## config.mk

```make
export PLATFORM = sky130hd
export DESIGN_NAME = ring_buffer_allocator
export DESIGN_NICKNAME = d
export VERILOG_FILES = /design/src/hdl/rba_pkg.sv /design/src/hdl/ring_buffer_allocator.sv /design/src/hdl/rba_cell.sv
export SDC_FILE = /design/constraint.sdc
export NUM_CORES = 2
export LEC_CHECK = 0
export CAP_MARGIN = 0
export CORE_ASPECT_RATIO = 1.75
export CORE_MARGIN = 4
export CORE_UTILIZATION = 50
export CTS_BUF_LIST = sky130_fd_sc_hd__clkbuf_2 sky130_fd_sc_hd__clkbuf_4 sky130_fd_sc_hd__clkbuf_8
export DETAILED_ROUTE_END_ITERATION = 6
export DONT_BUFFER_PORTS = 1
export PLACE_DENSITY = 0.65
export SETUP_SLACK_MARGIN = 0.4
export SLEW_MARGIN = 20
export SYNTH_ARGS = -nofsm -noshare
export SYNTH_HDL_FRONTEND = slang
export SYNTH_SLANG_ARGS = --single-unit
export TNS_END_PERCENT = 50
```

## constraint.sdc

```tcl
create_clock -name clk -period 6.19 [get_ports clk]
set_input_delay 0.3095 -clock clk [delete_from_list [all_inputs] [get_ports clk]]
set_output_delay 0.3095 -clock clk [all_outputs]
set_load 0.005 [all_outputs]
```

## src/hdl/rba_pkg.sv

```systemverilog
// shared types and constants of the ring buffer allocator
`default_nettype none
package rba_pkg;
  localparam int KIND_W   = 2;
  localparam int SIZE_W   = 21;
  localparam int ADDR_W   = 32;
  localparam int STATUS_W = 3;

  localparam logic [KIND_W-1:0] KIND_ALLOC = 2'd0;
  localparam logic [KIND_W-1:0] KIND_FREE  = 2'd1;
  localparam logic [KIND_W-1:0] KIND_OWNS  = 2'd2;

  localparam logic [STATUS_W-1:0] ST_OK        = 3'd0;
  localparam logic [STATUS_W-1:0] ST_WAIT      = 3'd1;
  localparam logic [STATUS_W-1:0] ST_TOO_LARGE = 3'd2;
  localparam logic [STATUS_W-1:0] ST_NOT_FOUND = 3'd3;
  localparam logic [STATUS_W-1:0] ST_FULL      = 3'd4;

  localparam logic REG_BUFFER_SIZE  = 1'b0;
  localparam logic REG_BASE_ADDRESS = 1'b1;

  typedef enum logic [1:0] {
    S_IDLE,
    S_CLEAN,
    S_CHECK,
    S_SEARCH
  } state_t;

  typedef struct packed {
    logic shift;
    logic load;
    logic mark;
  } cell_ctrl_t;
endpackage
`default_nettype wire

```

## src/hdl/ring_buffer_allocator.sv

```systemverilog
// top level of the ring buffer allocator: sequencer, config registers, cell row
//
// channel   direction  handshake                      payload
// command   in         start & !busy                  kind, size, address
// result    out        done, one cycle, no stall      status, granted_address, owned
// config    in         psel & penable & pwrite        paddr, pwdata (prdata on read)
//
// a free or query passes S_SEARCH before done; an allocate passes S_CLEAN,
// which drops freed head entries one at a time, then S_CHECK; too large and
// unknown kinds answer from S_IDLE. busy is high while a beat is in work,
// and a new beat may be accepted in the cycle its predecessor shows done.
// rst is synchronous and empties the queue. the result side cannot stall.
`default_nettype none
module ring_buffer_allocator import rba_pkg::*; #(
  parameter int MAX_ENTRIES = 16,
  parameter int OFFSET_BITS = 20
) (
  input  wire logic                clk,
  input  wire logic                rst,
  input  wire logic                start,
  output logic                     busy,
  input  wire logic [KIND_W-1:0]   kind,
  input  wire logic [SIZE_W-1:0]   size,
  input  wire logic [ADDR_W-1:0]   address,
  output logic                     done,
  output logic [STATUS_W-1:0]      status,
  output logic [ADDR_W-1:0]        granted_address,
  output logic                     owned,
  input  wire logic                psel,
  input  wire logic                penable,
  input  wire logic                pwrite,
  input  wire logic [2:0]          paddr,
  input  wire logic [31:0]         pwdata,
  output logic [31:0]              prdata,
  output logic                     pready
);
  // lim holds up to 2^OFFSET_BITS or a full buffer_size value
  localparam int LW = (OFFSET_BITS + 1 > SIZE_W) ? OFFSET_BITS + 1 : SIZE_W;
  localparam int W  = LW + 1;
  localparam int CW = $clog2(MAX_ENTRIES + 1);
  localparam int IW = $clog2(MAX_ENTRIES);
  localparam logic [LW-1:0] RANGE_MAX = LW'(1) << OFFSET_BITS;

  // configuration registers
  logic [SIZE_W-1:0] buffer_size;
  logic [ADDR_W-1:0] base_address;

  assign pready = 1'b1;

  always_ff @(posedge clk) begin
    if (rst) begin
      buffer_size  <= SIZE_W'(1048576);
      base_address <= '0;
    end else if (psel && penable && pwrite) begin
      if (paddr[2] == REG_BUFFER_SIZE) begin
        buffer_size <= pwdata[SIZE_W-1:0];
      end else begin
        base_address <= pwdata;
      end
    end
  end

  always_comb begin
    if (paddr[2] == REG_BUFFER_SIZE) begin
      prdata = 32'(buffer_size);
    end else begin
      prdata = base_address;
    end
  end

  // sequencer state
  state_t             state, state_next;
  logic [KIND_W-1:0]  kind_q, kind_q_next;
  logic [SIZE_W-1:0]  size_q, size_q_next;
  logic [ADDR_W-1:0]  addr_q, addr_q_next;
  logic [OFFSET_BITS-1:0] start_q, start_q_next;
  logic [CW-1:0]      count, count_next;
  logic [LW-1:0]      next_offset, next_offset_next;
  logic               done_next, owned_next;
  logic [STATUS_W-1:0] status_next;
  logic [ADDR_W-1:0]  granted_next;

  // cell row
  cell_ctrl_t             ctrl [MAX_ENTRIES];
  logic [OFFSET_BITS-1:0] offs [MAX_ENTRIES];
  logic                   frd  [MAX_ENTRIES];
  logic                   mt   [MAX_ENTRIES];

  genvar g;
  generate
    for (g = 0; g < MAX_ENTRIES; g++) begin : g_cell
      // the head sits in cell 0; each cell takes its upper neighbor on a drop
      if (g == MAX_ENTRIES - 1) begin : g_last
        rba_cell #(.OFFSET_BITS(OFFSET_BITS)) u_cell (
          .clk, .rst, .ctrl(ctrl[g]), .load_offset(start_q),
          .up_offset('0), .up_freed(1'b0),
          .base(base_address), .addr(addr_q),
          .offset(offs[g]), .freed(frd[g]), .match(mt[g])
        );
      end else begin : g_mid
        rba_cell #(.OFFSET_BITS(OFFSET_BITS)) u_cell (
          .clk, .rst, .ctrl(ctrl[g]), .load_offset(start_q),
          .up_offset(offs[g+1]), .up_freed(frd[g+1]),
          .base(base_address), .addr(addr_q),
          .offset(offs[g]), .freed(frd[g]), .match(mt[g])
        );
      end
    end
  endgenerate

  // effective size and allocation bounds
  logic [LW-1:0] lim;
  logic [W-1:0]  acc_end, chk_end;
  logic          hit, room;
  logic [IW-1:0] hit_idx;

  assign lim     = (LW'(buffer_size) > RANGE_MAX) ? RANGE_MAX : LW'(buffer_size);
  assign acc_end = W'(next_offset) + W'(size);
  assign chk_end = W'(start_q) + W'(size_q);
  assign room    = !((count != '0) && (W'(offs[0]) >= W'(start_q)) &&
                     (W'(offs[0]) < chk_end));

  // newest live match: highest queue position wins
  always_comb begin
    hit     = 1'b0;
    hit_idx = '0;
    for (int i = 0; i < MAX_ENTRIES; i++) begin
      if (mt[i] && (CW'(i) < count)) begin
        hit     = 1'b1;
        hit_idx = IW'(i);
      end
    end
  end

  assign busy = (state != S_IDLE);

  always_ff @(posedge clk) begin
    if (rst) begin
      state       <= S_IDLE;
      count       <= '0;
      next_offset <= '0;
      done        <= 1'b0;
    end else begin
      state       <= state_next;
      count       <= count_next;
      next_offset <= next_offset_next;
      done        <= done_next;
    end
  end

  always_ff @(posedge clk) begin
    kind_q          <= kind_q_next;
    size_q          <= size_q_next;
    addr_q          <= addr_q_next;
    start_q         <= start_q_next;
    status          <= status_next;
    granted_address <= granted_next;
    owned           <= owned_next;
  end

  always_comb begin
    state_next       = state;
    kind_q_next      = kind_q;
    size_q_next      = size_q;
    addr_q_next      = addr_q;
    start_q_next     = start_q;
    count_next       = count;
    next_offset_next = next_offset;
    done_next        = 1'b0;
    status_next      = status;
    granted_next     = granted_address;
    owned_next       = owned;
    for (int i = 0; i < MAX_ENTRIES; i++) begin
      ctrl[i] = '0;
    end

    unique case (state)
      S_IDLE: begin
        if (start) begin
          kind_q_next = kind;
          size_q_next = size;
          addr_q_next = address;
          // wrap to zero when the request would run past the end
          if ((acc_end > W'(lim)) || (next_offset >= lim)) begin
            start_q_next = '0;
          end else begin
            start_q_next = OFFSET_BITS'(next_offset);
          end
          if (kind == KIND_ALLOC) begin
            if (LW'(size) > lim) begin
              done_next    = 1'b1;
              status_next  = ST_TOO_LARGE;
              granted_next = '0;
              owned_next   = 1'b0;
            end else begin
              state_next = S_CLEAN;
            end
          end else if (kind == KIND_FREE || kind == KIND_OWNS) begin
            state_next = S_SEARCH;
          end else begin
            done_next    = 1'b1;
            status_next  = ST_NOT_FOUND;
            granted_next = '0;
            owned_next   = 1'b0;
          end
        end
      end
      S_CLEAN: begin
        // drop one freed head entry per cycle
        if ((count != '0) && frd[0]) begin
          for (int i = 0; i < MAX_ENTRIES; i++) begin
            ctrl[i].shift = 1'b1;
          end
          count_next = count - CW'(1);
        end else begin
          state_next = S_CHECK;
        end
      end
      S_CHECK: begin
        state_next   = S_IDLE;
        done_next    = 1'b1;
        granted_next = '0;
        owned_next   = 1'b0;
        if (!room) begin
          status_next = ST_WAIT;
        end else if (count == CW'(MAX_ENTRIES)) begin
          status_next = ST_FULL;
        end else begin
          status_next                 = ST_OK;
          ctrl[count[IW-1:0]].load    = 1'b1;
          count_next                  = count + CW'(1);
          next_offset_next            = LW'(chk_end);
          granted_next                = base_address + ADDR_W'(start_q);
        end
      end
      S_SEARCH: begin
        state_next   = S_IDLE;
        done_next    = 1'b1;
        granted_next = '0;
        if (kind_q == KIND_FREE) begin
          owned_next = 1'b0;
          if (hit) begin
            status_next        = ST_OK;
            ctrl[hit_idx].mark = 1'b1;
          end else begin
            status_next = ST_NOT_FOUND;
          end
        end else begin
          status_next = ST_OK;
          owned_next  = hit;
        end
      end
      default: begin
        state_next = S_IDLE;
      end
    endcase
  end
endmodule
`default_nettype wire

```

## src/hdl/rba_cell.sv

```systemverilog
// one entry cell of the allocation queue
`default_nettype none
module rba_cell import rba_pkg::*; #(
  parameter int OFFSET_BITS = 20
) (
  input  wire logic                   clk,
  input  wire logic                   rst,
  input  wire cell_ctrl_t             ctrl,
  input  wire logic [OFFSET_BITS-1:0] load_offset,
  input  wire logic [OFFSET_BITS-1:0] up_offset,
  input  wire logic                   up_freed,
  input  wire logic [ADDR_W-1:0]      base,
  input  wire logic [ADDR_W-1:0]      addr,
  output logic [OFFSET_BITS-1:0]      offset,
  output logic                        freed,
  output logic                        match
);
  logic [ADDR_W-1:0] entry_addr;

  always_ff @(posedge clk) begin
    if (ctrl.load) begin
      offset <= load_offset;
    end else if (ctrl.shift) begin
      offset <= up_offset;
    end
  end

  always_ff @(posedge clk) begin
    if (rst) begin
      freed <= 1'b0;
    end else if (ctrl.load) begin
      freed <= 1'b0;
    end else if (ctrl.shift) begin
      freed <= up_freed;
    end else if (ctrl.mark) begin
      freed <= 1'b1;
    end
  end

  assign entry_addr = base + ADDR_W'(offset);
  assign match      = !freed && (entry_addr == addr);
endmodule
`default_nettype wire

```

# After elaboration in Yosys (flattened, before gate mapping)
# Index checks and enable logic that the tools add are counted.
# word_totals
regBits	529
output_inout_bits	71
in_bits	96
# classes
bitwise_logic	5
n_eq_ne	32
n_reduce_logical	118
mux	173
n_addsub	21
n_lt_le_gt_ge	26
# op_table
cell	n
20-bit two-way mux	32
32-bit by 20-bit adder with 32-bit output	17
32-bit equality test	16
32-bit two-way mux	7
32-bit one-hot mux with 3 select lines	1
47-bit two-way mux	2
46-bit two-way mux	2
2-bit nonzero test	33
2-bit one-hot mux with 2 select lines	16
1-bit two-way mux	58
4-bit two-way mux	14
1-bit one-hot mux with 3 select lines	17
4-bit by 5-bit < comparator with 1-bit output (first input constant)	8
1-bit logical AND	39
2-bit OR reduction	16
3-bit demux with 4-bit select	2
20-bit by 21-bit adder with 22-bit output	1
21-bit by 21-bit adder with 22-bit output	1
22-bit by 21-bit > comparator with 1-bit output	1
20-bit by 22-bit < comparator with 1-bit output	1
21-bit greater-or-equal comparator	1
21-bit > comparator	1
21-bit > comparator (second input constant)	1
21-bit two-way mux	1
31 further kinds	87

# Depth between registers and ports, before layout
# logic_depth
ltp_word	29
depth_mapped	25
depth_no_buf	24

# Modules after synthesis
# A second synthesis with hierarchy kept.
# hier_totals
cells_unflattened	6566
hier_area_um2	57664.1
# by_module_without_submodules
module	seq_area_each_um2	area_each_um2	cells_per_inst	n_inst
rba_cell (g_cell[0].g_mid.u_cell ...)	620.6	2781.4	322	13
ring_buffer_allocator	4974.8	13419.1	1451	1
rba_cell (g_cell[8].g_mid.u_cell ...)	620.6	2796.4	326	2
rba_cell (g_cell[12].g_mid.u_cell)	620.6	2493.6	277	1

# Worst setup path before layout
# Ideal clock, no wire load.
# synth_timing
path_kind	register to register
start	register start_q[0]
end	register g_cell[15].g_last.u_cell.offset[0], enable pin
stages_incl_launch_ff	24
setup_slack_ns	0.215
arrival_time_ns	5.547
cell_sequence	edfxtp_1 -> ha_1 -> fa_1 -> a21oi_1 -> inv_1 -> a21oi_1 -> nor2b_1 -> o21ai_1 -> o21ai_0 -> o21ai_0 -> nand2b_1 -> xnor2_1 -> ha_1 -> a21o_1 -> a211oi_1 -> a21oi_1 -> o2111ai_1 -> a211oi_1 -> a21o_1 -> and2_1 -> clkbuf_1 -> clkbuf_1 -> nand2_1 -> o21ai_0
# synth_between
elab_chain_len	6
word_cells_on_any_way	9
classes_between	add/sub (1); order compare (2); mux (3); reduce/logical (3)
# synth_rtl
item	line	source
start, declared	ring_buffer_allocator.sv:76	logic [OFFSET_BITS-1:0] start_q, start_q_next;
start signal, assigned	ring_buffer_allocator.sv:155	start_q <= start_q_next;
20-bit by 21-bit adder with 22-bit output or 20-bit greater-or-equal comparator (tied branches)	ring_buffer_allocator.sv:119, ring_buffer_allocator.sv:120	
20-bit by 22-bit < comparator with 1-bit output or 1-bit logical AND (tied branches)	ring_buffer_allocator.sv:121, ring_buffer_allocator.sv:120	
1-bit logical AND (*)	ring_buffer_allocator.sv:120	assign room = !((count != '0) && (W'(offs[0]) >= W'(start_q)) &&
47-bit two-way mux (*)	ring_buffer_allocator.sv:224	if (!room) begin
1-bit one-hot mux with 3 select lines or 2-bit one-hot mux with 2 select lines (tied branches)	ring_buffer_allocator.sv:177	unique case (state)
2-bit nonzero test (no source line) (*)	n/a	
end signal, assigned	rba_cell.sv:22	offset <= load_offset;
end signal, assigned	rba_cell.sv:24	offset <= up_offset;
end, declared	rba_cell.sv:14	output logic [OFFSET_BITS-1:0] offset,
# Mark *: on every way between the ends. The rest lies on a longest branch, timed or not.
# A chain may end at the register's enable or synchronous reset.

# Final worst setup path
# layout_timing
start	register base_address[25]
end	register g_cell[12].g_mid.u_cell.freed
# layout_between
elab_chain_len	28
word_cells_on_any_way	105
classes_between	add/sub (16); order compare (2); eq/ne (16); mux (36); bitwise (1); reduce/logical (34)
# layout_rtl
item	line	source
start, declared	ring_buffer_allocator.sv:46	logic [ADDR_W-1:0] base_address;
start signal, assigned	ring_buffer_allocator.sv:58	base_address <= pwdata;
32-bit by 20-bit adder with 32-bit output	rba_cell.sv:40	assign entry_addr = base + ADDR_W'(offset);
32-bit equality test	rba_cell.sv:41	assign match = !freed && (entry_addr == addr);
1-bit logical AND	rba_cell.sv:41	
1-bit logical AND	ring_buffer_allocator.sv:128	if (mt[i] && (CW'(i) < count)) begin
1-bit two-way mux	ring_buffer_allocator.sv:128	
4-bit two-way mux (14 in a row)	ring_buffer_allocator.sv:128	
4-bit inverter with 5-bit output (implied by the code)	ring_buffer_allocator.sv:244	ctrl[hit_idx].mark = 1'b1;
5-bit greater-or-equal comparator (implied by the code) or 5-bit by 1-bit < comparator with 1-bit output (tied branches)	ring_buffer_allocator.sv:244	
1-bit logical AND (implied by the code)	ring_buffer_allocator.sv:244	
1-bit two-way mux (implied by the code)	ring_buffer_allocator.sv:244	
3-bit demux with 4-bit select	ring_buffer_allocator.sv:244	
46-bit two-way mux (*)	ring_buffer_allocator.sv:242	if (hit) begin
46-bit two-way mux (*)	ring_buffer_allocator.sv:240	if (kind_q == KIND_FREE) begin
2-bit one-hot mux with 2 select lines (*)	ring_buffer_allocator.sv:177	
2-bit nonzero test (no source line) (*)	n/a	
end signal, assigned	rba_cell.sv:34	freed <= up_freed;
end, declared	rba_cell.sv:15	output logic freed,
# Marks and branches as above.

==> results list <==
- Outcome: finished, violations left
- First DRT Iteration DRCs: 7450
- Dividing the detail-routed wire length by the instance count gives 37.8 µm.
- Y dimension of the die: 438 µm
- Setup total negative slack on the finished layout was measured at 0 ns.
- Most frequent cells after synthesis: 785 x nand2_1, 565 x o21ai_0, 516 x a21oi_1
* RSZ-0062 raised after global routing: yes
- Violations in the final reports: DRC
* Filler Cell Count: 9791
* Library cells used by synthesis: 116
- The count of nets left with antenna violations once routing finished came out at 0.
* Seq pwr share: 37.9%
* Total gr overflow: 0
- Yosys printed 0 warnings.
* Port-buffer cells: 0
* Number of clock buffers inserted by TritonCTS: 85
* Total routed wirelength: 304000 µm
- Async S/R FF share, synth: 0%
* Buffer levels on the longest clock path: 3
- Area post-placement: 56300 µm²
- Ports placed on the boundary: 167
- RD Place Congestion: 1.12
- Of all nets on the critical path, the largest fanout is 12.
* Top cell type's share of synthesized area: 24.5%
* HPWL after detailed placement: 228000 µm
- All-layer global routing usage: 52.8%
- Clock Pin Slew Worst Setup and Hold Paths: 0.08 ns
* Final cell area excluding filler cells: 59700 µm²
* Effective utilization at floorplan: 50.4%
- After synthesis the cells add up to 52700 µm².
* Post-synthesis instance total: 6348
* Leakage power of the design: 23.9 nW
- The clock reaches the later pin of the worst-skew pair after 0.89 ns.
- Tmin final: 5.87 ns
* Overall die area: 111000 µm²
* Footprint of the flip-flops and latches: 15000 µm²
- The clock network is responsible for 35.0% of the overall power.
* Worst EP required: 6.98 ns
- In this run the number of H-tree levels came out at 3.
* CTS tree: yes
- Worst relative slew slack: 7.30%
* Via count normalized by instance count: 7.28
- Most common flop cell mapped by yosys: edfxtp_1
* Net count of the mapped netlist: 6953
* Net switching power of the design: 3.93 mW
* Transition at the pin with the smallest max-transition slack: 1.39 ns
* Combinational Power Share: 27.1%
* Via count of the first global-routing pass: 55732
- Number of vias in the routed layout: 58433
- In the post-synthesis netlist, the cell with the most instances is nand2_1.
- Cell at the root of the clock tree: clkbuf_8
* Sequential cell area fraction in the yosys report: 28.3%
* Final Net Count: 7155
- Worst Path Class, Setup: register to register
* Worst IR Drop VDD: 0.000250 V
* Post-synthesis area per instance: 8.31 µm²
- The min-delay analysis places its worst path in the category input port to register.
- In the finished design, the share of the clock period the worst path needs comes to 94.8%.
- The max-slew violation total from the final report is 0.
- The worst setup path is captured at a register.
- Synth area leaders: edfxtp_1 25%, ha_1 12%, nand2_1 5.6%
* Post-synth EDFFs: 431
* Internal power contribution: 6.86 mW
- Peak clock frequency supported by timing: 170 MHz
- The first global-routing pass estimated 414000 µm of wire.
- Synth Register Bits: 529
- Clock sinks: 529
- STA classifies the critical path startpoint as a register.
- Largest area contributor in the netlist: edfxtp_1
- Clk_skew: 0.106 ns
* DIE WIDTH: 253 µm
- Layout cell share with drive strength beyond 1: 11.2%
- Total DRC errors in the routed layout: 29
- Synthesis-to-finish area growth: 13.2%
* Number of setup violations in the final report: 0
- The floorplan has 157 rows.
- Entering global routing, the biggest net connects 102 pins.
- First-pass detailed-route iteration total: 7
- In the final layout, the multi-input gates occupy 36100 µm².
- The initial antenna violation count is 55.
* Switching share of power: 36.4%
* Crit path DAT: 6.65 ns
- For this design the ratio of total power to cell area is 181 nW/µm².
- Across the run, the number of max-cap violations was 0.
- Core outline area: 105000 µm²
- Hold Vio Cnt, Final: 0
==> timing repair <==
item / CTS / global route
setup buffers: 0 / 5
gates cloned: 0 / 1
hold buffers: 94 / 0
resized for setup: 7 / 36
pin swaps: 0 / 6
endpoints found under the setup margin: 2 / 39
endpoints found under the hold margin: 153 / 0
==> worst paths after layout <==
check / from / endpoint / slack (ns) / cells after the start
max: base_address[25]$_SDFFE_PP0P_ / g_cell[12].g_mid.u_cell.freed$_SDFFE_PP0P_ / 0.32 / 15
min: penable / buffer_size[20]$_SDFFE_PP1P_ / 0.06 / 3
max reg2reg: base_address[25]$_SDFFE_PP0P_ / g_cell[12].g_mid.u_cell.freed$_SDFFE_PP0P_ / 0.32 / 15
min reg2reg: next_offset[20]$_SDFFE_PP0P_ / next_offset[20]$_SDFFE_PP0P_ / 0.50 / 2
==> stage by stage <==
step                      setup slack (ns)  std cells  total power [mW]  hold WS (ns)  util, %
after detailed placement             0.259       7712              6.78         0.392     53.8
after CTS                            0.420       7965              10.5       0.00250     56.6
after global placement               0.256       7711              6.75         0.396     53.8
after global routing                 0.311       7981              10.9        0.0921     56.9
after floorplan                      0.746       6348              5.60         0.408        -
final                                0.321       8030              10.8        0.0610     57.0
==> cell type report <==
type | instances | share of cell area, %
Multi-Input combinational cell | 5338 | 60.5
Sequential cell | 529 | 25.1
Timing Repair Buffer | 449 | 7.12
Tap cell | 1351 | 2.83
Clock buffer | 114 | 2.47
Inverter | 147 | 0.925
Clock inverter | 45 | 0.881
Antenna cell | 57 | 0.239
==> registers in the layout, summed over array words and instances (netlist names) <==
signal	cells
count	5
next_offset	21
addr_q	32
start_q	20
status	3
g_cell.g_mid.u_cell.freed	15
kind_q	2
g_cell.g_last.u_cell.freed	1
g_cell.g_mid.u_cell.offset	300
buffer_size	21
owned	1
state	2
granted_address	32
g_cell.g_last.u_cell.offset	20
done	1
base_address	32
size_q	21
==> power by group through the flow <==
stage          Clock (mW)  Combinational, mW  Sequential (mW)
4_1_cts              3.75               2.70             4.08
5_1_grt              3.88               2.98             4.09
2_1_floorplan           0               1.53             4.07
3_5_place_dp            0               2.62             4.16
3_3_place_gp            0               2.59             4.16
6_report             3.78               2.92             4.09
==> cell families (layout without fill, tap and decap cells) <==
group                    Yosys count  count (layout)  share of synthesized area [%]
adder cells (fa/ha/maj)          509             509                           12.3
other                              1              58                        0.00711
flip-flops                       529             529                           28.3
buffers and inverters            481             755                           3.75
XOR/XNOR                         518             518                           8.70
AND/OR/NAND/NOR                 2159            2159                           19.6
multiplexers                     165             165                           3.46
AO/OA/AOI/OAI                   1986            1986                           23.8
==> critical path, cell delays in order, from the launching register on <==
cell and delay, ns:
dfxtp_1 0.63, xnor2_1 1.20, buf_4 0.35, nand2_1 0.51, nor2_1 0.71, a21boi_0 0.26
o211ai_1 0.11, nor4_1 0.32, a32oi_1 0.15, o21ai_0 0.20, a21oi_2 0.13, o211ai_2 0.22
buf_4 0.15, nand2_2 0.10, or4_1 0.53, a211oi_2 0.22
==> metal layers <==
metal | part of all wire, % | global-route usage (%) | up-vias
li1 | - | - | 24222
met1 | 30 | 53.1 | 27450
met2 | 42 | 78.7 | 4770
met3 | 12 | 19.0 | 1977
met4 | 15 | 60.6 | 14
met5 | 0.032 | 0.223 | -
==> layout by cell type, fill, tap and decap left out, drive strengths merged, types with 115 or more instances in the layout <==
master and count:
nand3 128, buf 355, nand4 122, xnor2 315
a21o 151, edfxtp 431, nor2 428, inv 148
nor3 179, a21oi 519, xor2 201, o21ai 576
clkbuf 115, ha 490, nand2 787
(Power assumes the default switching activity.)
